**src/design/abfu_pkg.sv**
```systemverilog
// Shared types, codes and the blend factor function of the ARGB blend factor unit.
package abfu_pkg;

  localparam int ChanW = 8;
  localparam int ProdW = 2 * ChanW;
  localparam int NumChan = 3;
  localparam int CfgIdxW = 3;
  localparam int CfgDataW = 32;

  localparam logic [ChanW-1:0] ChanMax = 8'd255;

  // Blend factor codes.
  localparam logic [3:0] FAC_ZERO       = 4'd0;
  localparam logic [3:0] FAC_ONE        = 4'd1;
  localparam logic [3:0] FAC_SRC_A      = 4'd2;
  localparam logic [3:0] FAC_INV_SRC_A  = 4'd3;
  localparam logic [3:0] FAC_DST_A      = 4'd4;
  localparam logic [3:0] FAC_INV_DST_A  = 4'd5;
  localparam logic [3:0] FAC_SRC_C      = 4'd6;
  localparam logic [3:0] FAC_DST_C      = 4'd7;
  localparam logic [3:0] FAC_INV_SRC_C  = 4'd8;
  localparam logic [3:0] FAC_INV_DST_C  = 4'd9;

  // Blend operation codes.
  localparam logic [1:0] OP_ADD     = 2'd0;
  localparam logic [1:0] OP_SUB     = 2'd1;
  localparam logic [1:0] OP_REV_SUB = 2'd2;
  localparam logic [1:0] OP_KEEP    = 2'd3;

  // Configuration register indexes.
  localparam logic [CfgIdxW-1:0] REG_SRC_FACTOR = 3'd0;
  localparam logic [CfgIdxW-1:0] REG_DST_FACTOR = 3'd1;
  localparam logic [CfgIdxW-1:0] REG_BLEND_OP   = 3'd2;
  localparam logic [CfgIdxW-1:0] REG_TINT_EN    = 3'd3;
  localparam logic [CfgIdxW-1:0] REG_TINT_COLOR = 3'd4;

  typedef logic [ChanW-1:0] chan_t;
  typedef logic [ProdW-1:0] prod_t;

  typedef struct packed {
    logic [3:0]  src_factor;
    logic [3:0]  dst_factor;
    logic [1:0]  op;
    logic        tint_en;
    logic [31:0] tint_color;
  } cfg_t;

  // Word after the tint stage.
  typedef struct packed {
    logic                   vld;
    logic                   pass;
    logic                   row_last;
    chan_t                  sa;
    chan_t [NumChan-1:0]    sc;
    chan_t                  da;
    chan_t [NumChan-1:0]    dc;
  } s1_t;

  // Word after the weighting stage.
  typedef struct packed {
    logic                   vld;
    logic                   pass;
    logic                   row_last;
    chan_t                  alpha;
    chan_t                  da;
    prod_t [NumChan-1:0]    ps;
    prod_t [NumChan-1:0]    pd;
    chan_t [NumChan-1:0]    dc;
  } s2_t;

  function automatic chan_t pick_factor(input logic [3:0] sel, input chan_t sa,
                                        input chan_t sc, input chan_t da,
                                        input chan_t dc);
    chan_t f;
    case (sel)
      FAC_ZERO:      f = '0;
      FAC_ONE:       f = ChanMax;
      FAC_SRC_A:     f = sa;
      FAC_INV_SRC_A: f = ChanMax - sa;
      FAC_DST_A:     f = da;
      FAC_INV_DST_A: f = ChanMax - da;
      FAC_SRC_C:     f = sc;
      FAC_DST_C:     f = dc;
      FAC_INV_SRC_C: f = ChanMax - sc;
      FAC_INV_DST_C: f = ChanMax - dc;
      default:       f = ChanMax;
    endcase
    return f;
  endfunction

endpackage

```
**src/design/abfu_tint.sv**
```systemverilog
// First pipeline stage: transparency check and optional tint multiply of the source.
module abfu_tint (
  input  logic                                   clk,
  input  logic                                   rst_n,
  input  logic                                   acc,
  input  abfu_pkg::cfg_t                         cfg,
  input  abfu_pkg::chan_t                        sa,
  input  abfu_pkg::chan_t [abfu_pkg::NumChan-1:0] sc,
  input  abfu_pkg::chan_t                        da,
  input  abfu_pkg::chan_t [abfu_pkg::NumChan-1:0] dc,
  input  logic                                   row_last,
  output abfu_pkg::s1_t                          s1
);
  import abfu_pkg::*;

  s1_t   s1_r;
  s1_t   s1_nxt;
  logic  tint_on;
  chan_t tint_a;
  chan_t [NumChan-1:0] tint_c;
  prod_t [NumChan-1:0] c_prod;
  prod_t a_prod;

  assign tint_a    = cfg.tint_color[31:24];
  assign tint_c[0] = cfg.tint_color[23:16];
  assign tint_c[1] = cfg.tint_color[15:8];
  assign tint_c[2] = cfg.tint_color[7:0];
  assign tint_on   = cfg.tint_en && (tint_a != '0);

  always_comb begin
    a_prod = ProdW'(sa) * ProdW'(tint_a);
    for (int i = 0; i < NumChan; i++) begin
      c_prod[i] = ProdW'(sc[i]) * ProdW'(tint_c[i]);
    end
    s1_nxt          = s1_r;
    s1_nxt.vld      = acc;
    s1_nxt.pass     = (sa == '0);
    s1_nxt.row_last = row_last;
    s1_nxt.da       = da;
    s1_nxt.dc       = dc;
    if (tint_on) begin
      s1_nxt.sa = a_prod[ProdW-1:ChanW];
      for (int i = 0; i < NumChan; i++) begin
        s1_nxt.sc[i] = c_prod[i][ProdW-1:ChanW];
      end
    end else begin
      s1_nxt.sa = sa;
      s1_nxt.sc = sc;
    end
  end

  always_ff @(posedge clk) begin
    if (!rst_n) begin
      s1_r <= '0;
    end else begin
      s1_r <= s1_nxt;
    end
  end

  assign s1 = s1_r;

endmodule

```
**src/design/abfu_weight.sv**
```systemverilog
// Second pipeline stage: factor selection and the source and destination products.
module abfu_weight (
  input  logic           clk,
  input  logic           rst_n,
  input  abfu_pkg::cfg_t cfg,
  input  abfu_pkg::s1_t  s1,
  output abfu_pkg::s2_t  s2
);
  import abfu_pkg::*;

  s2_t   s2_r;
  s2_t   s2_nxt;
  chan_t [NumChan-1:0] fs;
  chan_t [NumChan-1:0] fd;

  always_comb begin
    s2_nxt          = s2_r;
    s2_nxt.vld      = s1.vld;
    s2_nxt.pass     = s1.pass;
    s2_nxt.row_last = s1.row_last;
    s2_nxt.da       = s1.da;
    s2_nxt.dc       = s1.dc;
    s2_nxt.alpha    = (s1.sa > s1.da) ? s1.sa : s1.da;
    for (int i = 0; i < NumChan; i++) begin
      fs[i] = pick_factor(cfg.src_factor, s1.sa, s1.sc[i], s1.da, s1.dc[i]);
      fd[i] = pick_factor(cfg.dst_factor, s1.sa, s1.sc[i], s1.da, s1.dc[i]);
      s2_nxt.ps[i] = ProdW'(s1.sc[i]) * ProdW'(fs[i]);
      s2_nxt.pd[i] = ProdW'(s1.dc[i]) * ProdW'(fd[i]);
    end
  end

  always_ff @(posedge clk) begin
    if (!rst_n) begin
      s2_r <= '0;
    end else begin
      s2_r <= s2_nxt;
    end
  end

  assign s2 = s2_r;

endmodule

```
**src/design/abfu_combine.sv**
```systemverilog
// Third pipeline stage: blend operation, pass-through selection and the result register.
module abfu_combine (
  input  logic                                    clk,
  input  logic                                    rst_n,
  input  abfu_pkg::cfg_t                          cfg,
  input  abfu_pkg::s2_t                           s2,
  output logic                                    res_vld,
  output abfu_pkg::chan_t                         res_alpha,
  output abfu_pkg::chan_t [abfu_pkg::NumChan-1:0] res_chan,
  output logic                                    res_written,
  output logic                                    res_row_last
);
  import abfu_pkg::*;

  logic  vld_r;
  chan_t alpha_r;
  chan_t alpha_nxt;
  chan_t [NumChan-1:0] chan_r;
  chan_t [NumChan-1:0] chan_nxt;
  logic  written_r;
  logic  row_last_r;
  prod_t sum;
  prod_t diff;

  always_comb begin
    alpha_nxt = s2.pass ? s2.da : s2.alpha;
    for (int i = 0; i < NumChan; i++) begin
      // Only bits 15:8 of the sum are kept, so the carry out is not needed.
      sum  = s2.ps[i] + s2.pd[i];
      diff = '0;
      unique case (cfg.op)
        OP_ADD: begin
          chan_nxt[i] = sum[ProdW-1:ChanW];
        end
        OP_SUB: begin
          // Any negative difference floors to zero; a 16-bit difference
          // shifted by eight never exceeds full scale.
          if (s2.ps[i] >= s2.pd[i]) begin
            diff = s2.ps[i] - s2.pd[i];
          end
          chan_nxt[i] = diff[ProdW-1:ChanW];
        end
        OP_REV_SUB: begin
          if (s2.pd[i] >= s2.ps[i]) begin
            diff = s2.pd[i] - s2.ps[i];
          end
          chan_nxt[i] = diff[ProdW-1:ChanW];
        end
        OP_KEEP: begin
          chan_nxt[i] = s2.dc[i];
        end
      endcase
      if (s2.pass) begin
        chan_nxt[i] = s2.dc[i];
      end
    end
  end

  always_ff @(posedge clk) begin
    if (!rst_n) begin
      vld_r <= 1'b0;
    end else begin
      vld_r <= s2.vld;
    end
    alpha_r    <= alpha_nxt;
    chan_r     <= chan_nxt;
    written_r  <= !s2.pass;
    row_last_r <= s2.row_last;
  end

  assign res_vld      = vld_r;
  assign res_alpha    = alpha_r;
  assign res_chan     = chan_r;
  assign res_written  = written_r;
  assign res_row_last = row_last_r;

endmodule

```
**src/design/argb_blend_factor_unit_top.sv**
```systemverilog
// Top level of the ARGB blend factor unit: configuration registers and the blend pipeline.
//
// This unit blends one source and one destination ARGB8888 pixel per clock. A word is
// taken whenever start is high; busy is held low at all times, so a new pixel may be
// presented in every cycle. Each word yields exactly one result, shown on the out_
// ports for a single cycle with out_valid high. The receiver cannot hold results off
// and must take every strobed result. The pipeline has three register stages: the tint
// multiply, the factor multiply, and the result register after the blend operation. A
// source pixel with zero alpha passes the destination through with out_written low.
// Configuration is written through the cfg_ channel, which is always ready; it should
// only be changed while no pixel is in flight.
module argb_blend_factor_unit_top (
  input  logic                          clk,
  input  logic                          rst_n,
  input  logic                          start,
  output logic                          busy,
  input  logic [7:0]                    in_src_alpha,
  input  logic [7:0]                    in_src_red,
  input  logic [7:0]                    in_src_green,
  input  logic [7:0]                    in_src_blue,
  input  logic [7:0]                    in_dst_alpha,
  input  logic [7:0]                    in_dst_red,
  input  logic [7:0]                    in_dst_green,
  input  logic [7:0]                    in_dst_blue,
  input  logic                          in_row_last,
  output logic                          out_valid,
  output logic [7:0]                    out_alpha,
  output logic [7:0]                    out_red,
  output logic [7:0]                    out_green,
  output logic [7:0]                    out_blue,
  output logic                          out_written,
  output logic                          out_row_last,
  input  logic                          cfg_valid,
  output logic                          cfg_ready,
  input  logic [abfu_pkg::CfgIdxW-1:0]  cfg_index,
  input  logic [abfu_pkg::CfgDataW-1:0] cfg_data
);
  import abfu_pkg::*;

  cfg_t  cfg_r;
  cfg_t  cfg_nxt;
  logic  acc;
  s1_t   s1;
  s2_t   s2;
  chan_t [NumChan-1:0] src_c;
  chan_t [NumChan-1:0] dst_c;
  chan_t [NumChan-1:0] res_c;

  // The pipeline never stalls, so the unit is never busy and the
  // configuration channel is always ready.
  assign busy      = 1'b0;
  assign cfg_ready = 1'b1;
  assign acc       = start && !busy;

  always_comb begin
    cfg_nxt = cfg_r;
    if (cfg_valid && cfg_ready) begin
      unique case (cfg_index)
        REG_SRC_FACTOR: cfg_nxt.src_factor = cfg_data[3:0];
        REG_DST_FACTOR: cfg_nxt.dst_factor = cfg_data[3:0];
        REG_BLEND_OP:   cfg_nxt.op         = cfg_data[1:0];
        REG_TINT_EN:    cfg_nxt.tint_en    = cfg_data[0];
        REG_TINT_COLOR: cfg_nxt.tint_color = cfg_data;
        default:        cfg_nxt            = cfg_r;
      endcase
    end
  end

  always_ff @(posedge clk) begin
    if (!rst_n) begin
      cfg_r.src_factor <= FAC_SRC_A;
      cfg_r.dst_factor <= FAC_INV_SRC_A;
      cfg_r.op         <= OP_ADD;
      cfg_r.tint_en    <= 1'b0;
      cfg_r.tint_color <= '0;
    end else begin
      cfg_r <= cfg_nxt;
    end
  end

  assign src_c = {in_src_blue, in_src_green, in_src_red};
  assign dst_c = {in_dst_blue, in_dst_green, in_dst_red};

  abfu_tint u_tint (
    .clk      (clk),
    .rst_n    (rst_n),
    .acc      (acc),
    .cfg      (cfg_r),
    .sa       (in_src_alpha),
    .sc       (src_c),
    .da       (in_dst_alpha),
    .dc       (dst_c),
    .row_last (in_row_last),
    .s1       (s1)
  );

  abfu_weight u_weight (
    .clk   (clk),
    .rst_n (rst_n),
    .cfg   (cfg_r),
    .s1    (s1),
    .s2    (s2)
  );

  abfu_combine u_combine (
    .clk          (clk),
    .rst_n        (rst_n),
    .cfg          (cfg_r),
    .s2           (s2),
    .res_vld      (out_valid),
    .res_alpha    (out_alpha),
    .res_chan     (res_c),
    .res_written  (out_written),
    .res_row_last (out_row_last)
  );

  assign out_red   = res_c[0];
  assign out_green = res_c[1];
  assign out_blue  = res_c[2];

  // Every accepted word produces a valid result on the output.
  a_latency: assert property (@(posedge clk) disable iff (!rst_n)
    acc |-> ##3 out_valid)
    else $error("accepted word did not produce a result after three cycles");

  // A pass-through result carries the destination alpha of its own word.
  a_pass_alpha: assert property (@(posedge clk) disable iff (!rst_n)
    (out_valid && !out_written) |-> (out_alpha == $past(in_dst_alpha, 3)))
    else $error("pass-through alpha does not match the destination");

  // A blended alpha is the maximum, so it never falls below the destination alpha.
  a_blend_alpha: assert property (@(posedge clk) disable iff (!rst_n)
    (out_valid && out_written) |-> (out_alpha >= $past(in_dst_alpha, 3)))
    else $error("blended alpha below destination alpha");

  // The row marker travels with its word.
  a_row_last: assert property (@(posedge clk) disable iff (!rst_n)
    out_valid |-> (out_row_last == $past(in_row_last, 3)))
    else $error("row marker lost its word");

endmodule

```
**config.mk**
```make
export PLATFORM = sky130hd
export DESIGN_NAME = argb_blend_factor_unit_top
export DESIGN_NICKNAME = d
export VERILOG_FILES = /design/src/design/abfu_pkg.sv /design/src/design/abfu_tint.sv /design/src/design/abfu_weight.sv /design/src/design/abfu_combine.sv /design/src/design/argb_blend_factor_unit_top.sv
export SDC_FILE = /design/constraint.sdc
export NUM_CORES = 2
export LEC_CHECK = 0
export BUFFER_PORTS_ARGS = -buffer_cell sky130_fd_sc_hd__buf_4
export CAP_MARGIN = 0
export CORE_MARGIN = 3
export CORE_UTILIZATION = 40
export CTS_CLUSTER_DIAMETER = 80
export DETAILED_ROUTE_END_ITERATION = 7
export GPL_ROUTABILITY_DRIVEN = 0
export PLACE_DENSITY = 0.54
export REMOVE_ABC_BUFFERS = 1
export SYNTH_ARGS = -nofsm -noshare
export SYNTH_HDL_FRONTEND = slang
export SYNTH_SLANG_ARGS = --single-unit
```
**constraint.sdc**
```tcl
create_clock -name clk -period 7.2 [get_ports clk]
set_clock_uncertainty 0.1 [all_clocks]
set_input_delay 0 -clock clk [delete_from_list [all_inputs] [get_ports clk]]
set_output_delay 0 -clock clk [all_outputs]
set_load 0.03 [all_outputs]
```
==> flow_metrics.py <==
metrics = {
    "logic_synthesis": {
        "synth_cell_types": 83,
        "synth_cells": 4126,
        "synth-seq-cells": 284,
        "ys_warn_count": 0,
        "synth_compound_area_share_pct": 12.2,
        "synth-main-ff-cell": "dfxtp_1",
        "synthMuxAreaShare_pct": 3.45,
        "synth_edf_count": 0,
        "synth_area_per_cell_um2": 8.52,
        "synthSimpleGateAreaFrac_pct": 18.8,
        "synth_area_leader_cell": "fa_1",
        "async_flop_share_pct": 0,
        "synth_area_leaders": "fa_1 20%, ha_1 18%, dfxtp_1 16%",
        "synth_top_family_by_area": "adder cells",
        "synth_fa_ha_area_share_pct": 38.0,
        "ys_seq_area_share_pct": 16.2,
        "synthXorXnorAreaFrac_pct": 2.72,
        "synth_area_um2": 35200,
        "synth_top_cell_area_share_pct": 20.3,
    },
    "sta": {
        "period_share_pct": 89.2,
        "slew_violations": 0,
        "fin_setup_tns_ns": 0,
        "grt_setup_unrepaired": "false",
        "setup_ws_ns": 0.778,
        "setup_viol": 0,
        "worst_pin_slew_ns": 0.972,
        "maxSlewHeadroom_pct": 35.1,
        "fmax_ghz": 0.156,
        "hold_viol_final": 0,
        "hold_slack_ns": 0.0709,
        "period_minus_slack_ns": 6.42,
    },
    "critical_path": {
        "cp_slowest_cell": "dfxtp_1",
        "r2r.worst_path.cells": 20,
        "reg2reg_slack_ns": 0.78,
        "path_depth": 20,
        "path_cells": "nor2_1, nand2_1, mux2i_1, nor2_1, nor2b_1, fa_1, inv_1, fa_1, inv_1, fa_1, inv_1, fa_1, inv_1, ha_1, a21boi_0, o21ai_0, a211oi_1, o211ai_1, a21oi_1, a31o_2",
        "worst-setup-path-type": "register to register",
        "crit_end": "u_weight.s2[119]",
        "critPathTopFamily": "adder cells",
        "cp_max_fo": 29,
        "worst_setup_path_end_kind": "register",
        "critPathLaunchType": "register",
        "critPathMaxStageDelay_ns": 0.88,
        "r2r_end": "u_weight.s2[119]",
        "worst-path-buf-inv": 4,
        "worstPathRequired_ns": 7.57,
        "r2r_start": "cfg_r[41]",
        "cp-startpoint": "cfg_r[41]",
        "arrival_ns": 6.79,
    },
    "pwr": {
        "clkPwrFrac_pct": 26.3,
        "powerDensity_nw_per_um2": 197,
        "vdd_ir_drop_max_v": 0.000164,
        "p_leak_nw": 19.7,
        "sw_frac_of_total_pct": 40.7,
        "total_power_w": 0.00786,
        "seqPwrFrac_pct": 25.7,
        "power_switching_w": 0.00320,
        "power.internal_w": 0.00466,
        "combPwrFrac_pct": 48.1,
    },
    "grt": {
        "use_met3_pct": 2.09,
        "antenna_found_initial": 6,
        "grt_pass1_vias": 27945,
        "use_met2_pct": 32.8,
        "grt_busiest_layer": "met2",
        "grt_overflow": 0,
        "grt_start_max_net_pins": 78,
        "grt_pass1_wl_um": 152000,
        "grt_use_met1_pct": 30.3,
        "gr-usage-all-layers_pct": 20.7,
    },
    "cts": {
        "clk_path_buf_depth": 3,
        "clock-root-buffer": "clkbuf_16",
        "clock_latency_ns": 0.58,
        "cts_setup_buffers": 0,
        "clkTransAtPathRegs_ns": 0.06,
        "cts_sinks": 284,
        "cts_tree": "yes",
        "numCtsBuffers": 41,
        "htree_num_levels": 2,
        "cts-resized-gates": 0,
    },
    "layout": {
        "nNetsFinal": 5252,
        "final_cell_mix": "616 x inv_1, 497 x ha_1, 356 x fa_1",
        "syn_to_final_growth_pct": 13.6,
        "stdcell_count": 5481,
        "diodes": 0,
        "drive_above_1_share_pct": 6.01,
        "final_common_cell": "inv_1",
    },
    "worst_hold_path": {
        "min_path_type": "input pin to register",
    },
    "floorplanning": {
        "fp.dieArea_um2": 91500,
        "initial_core_util_pct": 40.5,
        "core_um2": 86900,
        "row_count": 108,
        "dieWidth_um": 302,
        "die_y_um": 302,
        "io_pins": 141,
    },
    "flow_run": {
        "drv_cap": 0,
    },
    "route": {
        "routed_wl_um": 92500,
        "vias": 27507,
        "ant_nets": 0,
        "routed_via_density": 5.02,
        "firstDrtPassIters": 5,
        "avgRoutedWirePerCell_um": 16.9,
        "drc": 0,
        "drt-initial-drc-count": 1385,
    },
    "outcome": {
        "outcome": "finished, final reports clean",
    },
    "placement": {
        "portBuffers": 138,
        "place_ws_ns": 0.896,
        "dpl.cell_count": 5260,
        "dp_hpwl_um": 72300,
    },
}
==> stage by stage <==
stage               cell area (um2)  util (%)
finish                        39900      46.0
global route                  39900      46.0
CTS                           39900      46.0
detailed placement            37100      42.7
global placement              37100      42.7
floorplan                     34400         -
==> flip-flops by register name, indices dropped and copies added (netlist names) <==
register	flops
u_weight.s2	139
cfg_r	43
u_combine.res_alpha	8
u_tint.s1	67
u_combine.res_vld	1
u_combine.res_chan	24
u_combine.res_row_last	1
u_combine.res_written	1
==> power by group through the flow <==
stage / Combinational, W / Clock [W] / Sequential [W]
5_1_grt: 0.00431 / 0.00220 / 0.00205
6_report: 0.00378 / 0.00206 / 0.00202
4_1_cts: 0.00378 / 0.00214 / 0.00202
3_3_place_gp: 0.00370 / 0 / 0.00205
3_5_place_dp: 0.00371 / 0 / 0.00205
2_1_floorplan: 0.00268 / 0 / 0.00208
==> synth_stat cells (15+ instances only) <==
| master | instances |
|---|---|
| a211oi_1 | 20 |
| buf_1 | 29 |
| nor2b_1 | 348 |
| o21bai_1 | 15 |
| or3_1 | 17 |
| ha_1 | 497 |
| a21o_1 | 48 |
| inv_1 | 616 |
| xnor2_1 | 75 |
| nor2_1 | 234 |
| clkbuf_1 | 145 |
| o211ai_1 | 31 |
| xor2_1 | 34 |
| nand3_1 | 30 |
| dfxtp_1 | 284 |
| nor3_1 | 46 |
| nand2b_1 | 25 |
| nand2_1 | 319 |
| mux2i_1 | 111 |
| o21ai_1 | 49 |
| fa_1 | 356 |
| o21ai_0 | 135 |
| o21a_1 | 18 |
| and2_1 | 210 |
| a21oi_1 | 207 |
==> tightest hold or removal path, cell delays in order <==
cell,delay [ns]
dlygate4sd3_1,0.52
buf_4,0.09
and2_1,0.10
==> worst min path at each step <==
stage | start | end | slack, ns | cells after the start
final | in_dst_alpha[4] | u_tint.s1[28] | 0.07 | 3
after global routing | in_dst_alpha[3] | u_tint.s1[27] | 0.05 | 3
after CTS | in_dst_alpha[4] | u_tint.s1[28] | 0.03 | 3
after detailed placement | in_dst_blue[4] | u_tint.s1[20] | 0.11 | 2
after global placement | in_dst_red[0] | u_tint.s1[0] | 0.11 | 2
after floorplan | rst_n | cfg_r[35] | -0.04 | 1
==> cell families (layout without fill, tap and decap cells) <==
kind of cell	count (synthesis)	in the layout
simple gates	1284	1284
fa+ha+maj	853	853
buf+inv	801	1001
compound gates	673	673
flops	284	284
mux	120	120
xor+xnor	109	109
other cells	2	2
==> routing by layer <==
metal | vias up | share of wire [%] | wire (um)
li1 | 13667 | - | -
met1 | 13242 | 50 | 46000
met2 | 490 | 44 | 40700
met3 | 108 | 4.1 | 3800
met4 | 0 | 2.2 | 2000
met5 | - | 0 | 0
==> cell type report <==
cell class	instances	area (um2)
Fill cell	8432	46900
Multi-Input combinational cell	3041	26400
Sequential cell	284	5690
Timing Repair Buffer	309	2690
Inverter	618	2320
Tap cell	1155	1450
Clock buffer	55	1150
Clock inverter	19	235
==> timing repair <==
action / 4_1_cts / 5_1_grt
setup endpoints to repair: 0 / 0
hold buffers: 147 / 0
endpoints found under the hold margin: 120 / 0
Note: power is estimated with default switching activity, not from simulation.
